### config.mk
export PLATFORM = sky130hd
export DESIGN_NAME = framed_ascii_four_field_parser
export DESIGN_NICKNAME = d
export VERILOG_FILES = /design/src/design/fafp_pkg.sv /design/src/design/framed_ascii_four_field_parser.sv /design/src/design/fafp_hist_ram.sv /design/src/design/fafp_parser.sv /design/src/design/fafp_window.sv
export SDC_FILE = /design/constraint.sdc
export NUM_CORES = 2
export LEC_CHECK = 0
export ABC_CLOCK_PERIOD_IN_PS = 7750
export BUFFER_PORTS_ARGS = -buffer_cell sky130_fd_sc_hd__buf_4
export CAP_MARGIN = 20
export CORE_MARGIN = 2
export CORE_UTILIZATION = 40
export DETAILED_ROUTE_END_ITERATION = 7
export SKIP_LAST_GASP = 1
export SLEW_MARGIN = 20
export SYNTH_ARGS = -nofsm -noshare
export SYNTH_HDL_FRONTEND = slang
export SYNTH_HIERARCHICAL = 1
export SYNTH_SLANG_ARGS = --single-unit
### constraint.sdc
create_clock -name i_clk -period 7.75 [get_ports i_clk]
set_clock_uncertainty 0.1 [all_clocks]
set_input_delay 1.55 -clock i_clk [delete_from_list [all_inputs] [get_ports i_clk]]
set_output_delay 1.55 -clock i_clk [all_outputs]
set_load 0.005 [all_outputs]
### src/design/fafp_pkg.sv
// shared types, constants and sizes for the framed ascii four field parser
// no dependencies
package fafp_pkg;

    localparam int WINDOW      = 16;
    localparam int FRAME_MAX   = 64;
    localparam int FIELD_CHARS = 3;
    localparam int NUM_FIELDS  = 4;
    localparam int NUM_OUT     = 4;

    localparam int VAL_W   = 11;
    localparam int SUM_W   = 15;
    localparam int BYTE_W  = 8;
    localparam int PTR_W   = (WINDOW > 1) ? $clog2(WINDOW) : 1;
    localparam int LEN_W   = $clog2(FRAME_MAX + 2);
    localparam int POS_W   = $clog2(NUM_FIELDS + 2);
    localparam int CHARS_W = $clog2(FIELD_CHARS + 1);
    localparam int TDATA_W = ((NUM_OUT * (VAL_W + SUM_W) + 7) / 8) * 8;

    localparam logic [BYTE_W-1:0] CH_OPEN  = 8'h28;
    localparam logic [BYTE_W-1:0] CH_CLOSE = 8'h29;
    localparam logic [BYTE_W-1:0] CH_SEP   = 8'h23;
    localparam logic [BYTE_W-1:0] CH_PLUS  = 8'h2B;
    localparam logic [BYTE_W-1:0] CH_MINUS = 8'h2D;
    localparam logic [BYTE_W-1:0] CH_ZERO  = 8'h30;
    localparam logic [BYTE_W-1:0] CH_NINE  = 8'h39;
    localparam logic [BYTE_W-1:0] CH_SPACE = 8'h20;
    localparam logic [BYTE_W-1:0] CH_TAB   = 8'h09;
    localparam logic [BYTE_W-1:0] CH_CR    = 8'h0D;

    typedef logic signed [VAL_W-1:0] t_val;
    typedef logic signed [SUM_W-1:0] t_sum;
    typedef t_val [NUM_FIELDS-1:0]   t_entry;

    typedef enum logic [2:0] {
        PH_SKIP = 3'b001,
        PH_CONV = 3'b010,
        PH_DONE = 3'b100
    } t_phase;

    typedef struct packed {
        logic   valid;
        t_entry vals;
    } t_close;

    typedef struct packed {
        t_entry                  vals;
        t_sum [NUM_FIELDS-1:0]   sums;
    } t_payload;

    typedef struct packed {
        logic     valid;
        t_payload data;
    } t_result;

endpackage

### src/design/framed_ascii_four_field_parser.sv
// top level of the framed ascii four field parser: stream ports and output skid
// depends on fafp_pkg, fafp_parser and fafp_window
//
// usage:
//   slave channel s_axis_* carries one received ascii byte per request in tdata.
//   master channel m_axis_* carries one result per frame closed by ')':
//   four latched field values and four window sums of the last WINDOW frames.
//   bytes outside '(' ... ')' and frames longer than FRAME_MAX bytes give nothing.
// throughput:
//   one byte per cycle while the skid register is empty; the history memory is
//   read every cycle at the ring pointer so the oldest entry is ready at ')'.
// result path:
//   the window registers the result with the ring update after the ')' request,
//   then the output register, or the skid register while stalled, takes it.
// reset:
//   synchronous, active low; clears the parser, the latched values, the sums and
//   the written marks of the history memory, so every window starts at zero.
// stall:
//   an output register and a skid register hold results; s_axis_tready drops
//   only while the skid register is occupied, and no result is ever lost.
module framed_ascii_four_field_parser
    import fafp_pkg::*;
(
    input  logic               i_clk,
    input  logic               i_rst_n,
    input  logic               s_axis_tvalid,
    output logic               s_axis_tready,
    input  logic [BYTE_W-1:0]  s_axis_tdata,   // rx_byte
    output logic               m_axis_tvalid,
    input  logic               m_axis_tready,
    // value_a, value_b, value_c, value_d, window_sum_a .. window_sum_d
    output logic [TDATA_W-1:0] m_axis_tdata
);

    logic     in_acc;
    t_close   close_req;
    t_result  res;
    logic     r_out_valid, r_skid_valid;
    t_payload r_out, r_skid;

    assign s_axis_tready = !r_skid_valid;
    assign in_acc        = s_axis_tvalid && s_axis_tready;

    fafp_parser u_parser (
        .i_clk   (i_clk),
        .i_rst_n (i_rst_n),
        .i_valid (in_acc),
        .i_byte  (s_axis_tdata),
        .o_close (close_req)
    );

    fafp_window u_window (
        .i_clk    (i_clk),
        .i_rst_n  (i_rst_n),
        .i_close  (close_req),
        .o_result (res)
    );

    always_ff @(posedge i_clk) begin
        if (!i_rst_n) begin
            r_out_valid  <= 1'b0;
            r_skid_valid <= 1'b0;
        end else if (!r_out_valid || m_axis_tready) begin
            if (r_skid_valid) begin
                r_out_valid  <= 1'b1;
                r_skid_valid <= res.valid;
            end else begin
                r_out_valid <= res.valid;
            end
        end else if (res.valid) begin
            r_skid_valid <= 1'b1;
        end
    end

    always_ff @(posedge i_clk) begin
        if (!r_out_valid || m_axis_tready) begin
            if (r_skid_valid) begin
                r_out <= r_skid;
                if (res.valid) begin
                    r_skid <= res.data;
                end
            end else if (res.valid) begin
                r_out <= res.data;
            end
        end else if (res.valid) begin
            r_skid <= res.data;
        end
    end

    assign m_axis_tvalid = r_out_valid;

    always_comb begin
        m_axis_tdata = '0;
        for (int i = 0; i < NUM_OUT; i++) begin
            if (i < NUM_FIELDS) begin
                m_axis_tdata[i*VAL_W +: VAL_W]                 = r_out.vals[i];
                m_axis_tdata[NUM_OUT*VAL_W + i*SUM_W +: SUM_W] = r_out.sums[i];
            end
        end
    end

endmodule

### src/design/fafp_hist_ram.sv
// history memory: one write port, one read port with registered read data
// depends on fafp_pkg
module fafp_hist_ram
    import fafp_pkg::*;
(
    input  logic             i_clk,
    input  logic             i_we,
    input  logic [PTR_W-1:0] i_waddr,
    input  t_entry           i_wdata,
    input  logic [PTR_W-1:0] i_raddr,
    output t_entry           o_rdata
);

    t_entry r_mem [WINDOW];
    t_entry r_rdata;

    always_ff @(posedge i_clk) begin
        if (i_we) begin
            r_mem[i_waddr] <= i_wdata;
        end
    end

    always_ff @(posedge i_clk) begin
        r_rdata <= r_mem[i_raddr];
    end

    assign o_rdata = r_rdata;

endmodule

### src/design/fafp_parser.sv
// per-byte frame and field parser, keeps pending and latched field values
// depends on fafp_pkg; issues one close request per completed frame
module fafp_parser
    import fafp_pkg::*;
(
    input  logic              i_clk,
    input  logic              i_rst_n,
    input  logic              i_valid,
    input  logic [BYTE_W-1:0] i_byte,
    output t_close            o_close
);

    logic               r_in_frame, n_in_frame;
    logic [LEN_W-1:0]   r_len, n_len;
    logic [POS_W-1:0]   r_pos, n_pos;
    t_phase             r_phase, n_phase;
    logic               r_neg, n_neg;
    logic [CHARS_W-1:0] r_chars, n_chars;
    t_entry             r_pend, n_pend;
    logic [NUM_FIELDS-1:0] r_present, n_present;
    t_entry             r_last, n_last;

    logic [LEN_W-1:0] len_inc;
    logic             is_space, is_digit, is_sign, in_field, upd, close_now;
    logic [3:0]       digit;
    t_val             times10;
    t_entry           latched;

    always_comb begin
        len_inc  = r_len + LEN_W'(1);
        is_space = (i_byte == CH_SPACE) || (i_byte >= CH_TAB && i_byte <= CH_CR);
        is_digit = (i_byte >= CH_ZERO) && (i_byte <= CH_NINE);
        is_sign  = (i_byte == CH_PLUS) || (i_byte == CH_MINUS);
        digit    = 4'(i_byte - CH_ZERO);
        in_field = (r_pos != '0) && (r_pos <= POS_W'(NUM_FIELDS)) && (r_phase != PH_DONE);

        for (int i = 0; i < NUM_FIELDS; i++) begin
            latched[i] = r_present[i] ? r_pend[i] : r_last[i];
        end

        n_in_frame = r_in_frame;
        n_len      = r_len;
        n_pos      = r_pos;
        n_phase    = r_phase;
        n_neg      = r_neg;
        n_chars    = r_chars;
        n_pend     = r_pend;
        n_present  = r_present;
        n_last     = r_last;
        upd        = 1'b0;
        close_now  = 1'b0;
        times10    = '0;

        if (i_valid) begin
            if (i_byte == CH_OPEN) begin
                n_in_frame = 1'b1;
                n_len      = LEN_W'(1);
                n_pos      = '0;
                n_phase    = PH_SKIP;
                n_neg      = 1'b0;
                n_chars    = '0;
                n_present  = '0;
                n_pend     = '0;
            end else if (r_in_frame) begin
                n_len = len_inc;
                if (len_inc > LEN_W'(FRAME_MAX)) begin
                    n_in_frame = 1'b0;
                end else if (i_byte == CH_CLOSE) begin
                    close_now  = 1'b1;
                    n_in_frame = 1'b0;
                    n_last     = latched;
                end else if (i_byte == CH_SEP) begin
                    if (r_pos <= POS_W'(NUM_FIELDS)) begin
                        n_pos = r_pos + POS_W'(1);
                    end
                    for (int i = 0; i < NUM_FIELDS; i++) begin
                        if (n_pos == POS_W'(i + 1)) begin
                            n_pend[i]    = '0;
                            n_present[i] = 1'b1;
                        end
                    end
                    n_phase = PH_SKIP;
                    n_neg   = 1'b0;
                    n_chars = '0;
                end else if (in_field && !(r_phase == PH_SKIP && is_space)) begin
                    if (r_chars >= CHARS_W'(FIELD_CHARS)) begin
                        n_phase = PH_DONE;
                    end else if (r_phase == PH_SKIP && is_sign) begin
                        n_neg   = (i_byte == CH_MINUS);
                        n_phase = PH_CONV;
                        n_chars = r_chars + CHARS_W'(1);
                    end else if (is_digit) begin
                        upd     = 1'b1;
                        n_phase = PH_CONV;
                        n_chars = r_chars + CHARS_W'(1);
                    end else begin
                        n_phase = PH_DONE;
                    end
                end
            end
        end

        for (int i = 0; i < NUM_FIELDS; i++) begin
            if (upd && r_pos == POS_W'(i + 1)) begin
                times10   = (r_pend[i] <<< 3) + (r_pend[i] <<< 1);
                n_pend[i] = r_neg ? times10 - t_val'({1'b0, digit})
                                  : times10 + t_val'({1'b0, digit});
            end
        end
    end

    always_ff @(posedge i_clk) begin
        if (!i_rst_n) begin
            r_in_frame <= 1'b0;
            r_len      <= '0;
            r_pos      <= '0;
            r_phase    <= PH_SKIP;
            r_neg      <= 1'b0;
            r_chars    <= '0;
            r_pend     <= '0;
            r_present  <= '0;
            r_last     <= '0;
        end else begin
            r_in_frame <= n_in_frame;
            r_len      <= n_len;
            r_pos      <= n_pos;
            r_phase    <= n_phase;
            r_neg      <= n_neg;
            r_chars    <= n_chars;
            r_pend     <= n_pend;
            r_present  <= n_present;
            r_last     <= n_last;
        end
    end

    assign o_close.valid = close_now;
    assign o_close.vals  = latched;

endmodule

### src/design/fafp_window.sv
// history ring and window sums: reads the oldest entry, replaces it, updates sums
// depends on fafp_pkg and fafp_hist_ram
module fafp_window
    import fafp_pkg::*;
(
    input  logic    i_clk,
    input  logic    i_rst_n,
    input  t_close  i_close,
    output t_result o_result
);

    logic [PTR_W-1:0]  r_ptr;
    logic [WINDOW-1:0] r_written;
    logic              r_old_valid;
    t_entry            rd_data;
    t_entry            old_vals;
    t_sum [NUM_FIELDS-1:0] r_sum, n_sum;
    logic              r_res_valid;
    t_entry            r_res_vals;

    fafp_hist_ram u_ram (
        .i_clk   (i_clk),
        .i_we    (i_close.valid),
        .i_waddr (r_ptr),
        .i_wdata (i_close.vals),
        .i_raddr (r_ptr),
        .o_rdata (rd_data)
    );

    // entries never written read as zero
    always_comb begin
        old_vals = r_old_valid ? rd_data : '0;
        for (int i = 0; i < NUM_FIELDS; i++) begin
            n_sum[i] = r_sum[i] - SUM_W'(old_vals[i]) + SUM_W'(i_close.vals[i]);
        end
    end

    always_ff @(posedge i_clk) begin
        if (!i_rst_n) begin
            r_ptr       <= '0;
            r_written   <= '0;
            r_old_valid <= 1'b0;
            r_sum       <= '0;
            r_res_valid <= 1'b0;
        end else begin
            r_old_valid <= r_written[r_ptr];
            r_res_valid <= i_close.valid;
            if (i_close.valid) begin
                r_written[r_ptr] <= 1'b1;
                r_sum            <= n_sum;
                r_ptr            <= (r_ptr == PTR_W'(WINDOW - 1)) ? '0 : r_ptr + PTR_W'(1);
            end
        end
    end

    always_ff @(posedge i_clk) begin
        if (i_close.valid) begin
            r_res_vals <= i_close.vals;
        end
    end

    assign o_result.valid     = r_res_valid;
    assign o_result.data.vals = r_res_vals;
    assign o_result.data.sums = r_sum;

endmodule

==> summary.txt <==
Unrepaired setup endpoints after global routing = no
Fmax = 205 MHz
Vias per cell = 5.28
Reg2Reg Depth = 6
Worst ir drop on vdd = 0.179 mV
Rel. slew slack = 25.9%
CTS max path bufs = 3
Largest cells by area after synthesis = edfxtp_1, dfxtp_1, mux4_2, ha_1, mux2_4
Slew @ Worst Pin = 1100 ps
Placed Cells = 5305
Sink of the worst hold path = r_skid[69]
Cells after Synth = 3511
Syn Area/Cell = 15.1 um^2
Die H = 367 um
TritonCTS clock tree = built
Vias in the first global route = 28807
Seq/Total Area, Yosys = 63.3%
Routed WL = 112000 um
Cell Chain, Critical Path = buf_4, nor2b_1, nand2_1, nor3_2, nand3_1, nor2_4, buf_4
Slowest CP cell = nor2_4
Detailed placer's ending HPWL = 72900 um
Min-Delay Path Class = flop to flop
DR vias = 29203
Post-CTS Setup Inserts = 0
Setup violators final = 0
Yosys top cell area share = 54.3%
CP arrival = 5170 ps
CP bufs+invs = 2
Clock transition at path regs = 60 ps
Final hold vios = 0
WS Path Type = primary input to flop
Startpoint types = primary input
Worst R2R Start = r_skid_valid
CTS buffer count = 121
Std-Cell Core Area = 131000 um^2
Asr flop ratio synth = 0%
Total congestion overflow = 0
Top_reg_cell synth = edfxtp_1
Gates resized, CTS repair = 0
Max Slew Vio Count = 0
Detailed-route wire length per cell = 20.3 um
Post-Syn Area = 52800 um^2
Io pins = 118
Die W = 367 um
R2R Path End = u_window/u_ram/r_mem[14][33]
Setup WS pre-CTS = 2150 ps
Maximum Capacitance Violations = 0
Count leader, synth = edfxtp_1
Initial antenna violation count = 0
Non-Filler Instances = 5533
Tcrit/Tclk final = 63.1%
Pin count of the biggest net entering global routing = 143
Htree depth = 3
Synth unique cells = 90
TNS Setup = 0 ps
Worst setup margin = 2860 ps
Number of synthesized register bits = 1193
Antenna fix cells = 0
Synthesis-to-finish area growth = 13.5%
Most common cell on crit path = buf_4
CTS Sinks = 1193
Drt drc = 0
Yosys top cell by area = edfxtp_1
Top cell types by occurrence after synthesis = edfxtp_1, inv_1, dfxtp_1, nor2_1, mux4_2
First-pass GRT wire length = 173000 um
Final #Nets = 3882
FP Rows = 133
Status = complete, no violations
Min Tclk post-route = 4890 ps
Initial Utilization = 40.3%
CP max stage delay = 830 ps
Number of routed nets with antenna violations = 0
Hold path depth = 0
Worst-Skew Late Latency = 730 ps
# hold bufs at CTS = 0
Final core utilization = 45.7%
Fill cell count = 11354
Port bufs = 117
Pwr dens = 215 nW/um^2
Worst Min Path Start = u_window/o_result[69]
R2r setup slk = 3230 ps
Syn Nets = 3720
CTS Root Cell = clkbuf_16
CP top delay family = simple AND/OR/NAND/NOR gates
Static Leakage = 20.1 nW
CP max FO = 28
Pwr Total = 12.9 mW
Pre-antenna DRT Iters = 5
Number of synthesized flops with an enable pin = 956
CP Launch Point = s_axis_tvalid
Critical Path RT = 8030 ps
Synth Warn # = 6
Global Route Usage Sum = 16.5%
Worst Setup End Kind = flop
Routability Congestion = 0.822
Fraction of layout cells with a size suffix above 1 = 20.5%
Die area = 135000 um^2
Drt initial violations = 2392
layout by cell type, fill, tap and decap left out, types with 13 or more instances in the layout:
master,instances
o21a_1,33
dfxtp_1,234
nor2b_1,33
nor2_1,180
clkinv_2,24
nand2b_1,17
o21bai_1,13
mux2_4,94
a211oi_1,29
o211ai_1,26
a22oi_1,92
buf_4,189
mux2_2,59
fa_1,68
nor2_4,14
nand4_1,22
a21oi_1,135
and2_1,43
clkbuf_1,23
clkbuf_16,123
xnor2_1,42
xor2_1,31
edfxtp_1,956
nor3_1,61
nand3_1,79
a21o_1,25
mux2i_1,71
and3_1,19
mux4_2,181
nand2_1,154
ha_1,129
o21ai_0,71
inv_1,250
or3_1,13
bufinv_16,15
routing by layer:
layer  vias to the layer above  global-route usage, %  share of wire [%]
li1                      13656                      -                  -
met1                     14683                   24.8                 48
met2                       746                   24.0                 44
met3                       118                   3.44                6.9
met4                         0                   4.27                1.7
met5                         -                      0                  0
cells by family (layout without fill, tap and decap cells):
family	Yosys count	in the layout	share of synthesized area (%)
AO/OA/AOI/OAI	524	524	6.66
XOR/XNOR	73	73	1.21
adder cells (fa/ha/maj)	197	197	5.63
buffers and inverters	407	674	3.51
flip-flops	1193	1193	63.3
multiplexers	405	405	13.0
AND/OR/NAND/NOR	712	712	6.71
worst max-delay path by stage:
stage	slack, ps	to	cells past startpoint
detailed placement	2150	u_window/u_ram/r_mem[14][35]	7
CTS	2920	u_window/u_ram/r_mem[14][37]	7
global placement	2290	u_window/u_ram/r_mem[3][40]	7
global route	2600	u_window/u_ram/r_mem[14][33]	7
floorplan	300	u_window/u_ram/r_mem[4][0]	10
finish	2860	u_window/u_ram/r_mem[14][33]	7
stage by stage:
step	hold slack (ps)	cell area, um^2
after CTS	350	60000
after detailed placement	336	55800
after global placement	333	55800
after floorplan	322	52900
final	350	60000
after global routing	357	60000
report_power, final:
group | total [mW] | switching, mW | internal (mW)
sequential | 6.82 | 0.0000407 | 6.82
combinational | 0.0648 | 0.0487 | 0.0161
clock | 5.99 | 2.46 | 3.54
total | 12.9 | 2.51 | 10.4
state kept, by name, summed over array words and instances (netlist names), 7 cells and up:
signal                  cells
r_skid                    104
u_window/u_ram/r_mem      704
u_parser/r_len              7
u_window/u_ram/o_rdata     44
u_window/r_written         16
u_parser/r_last            44
u_window/o_result         104
u_parser/r_pend            44
m_axis_tdata              104
layout make-up:
type / count / area (um^2) / share of cell area [%]
Sequential cell: 1193 / 33500 / 55.8
Multi-Input combinational cell: 1911 / 17700 / 29.5
Clock buffer: 160 / 3340 / 5.57
Tap cell: 1755 / 2200 / 3.66
Timing Repair Buffer: 193 / 1490 / 2.49
Inverter: 253 / 950 / 1.58
Clock inverter: 68 / 811 / 1.35
Power figures use the tool's default switching activity.
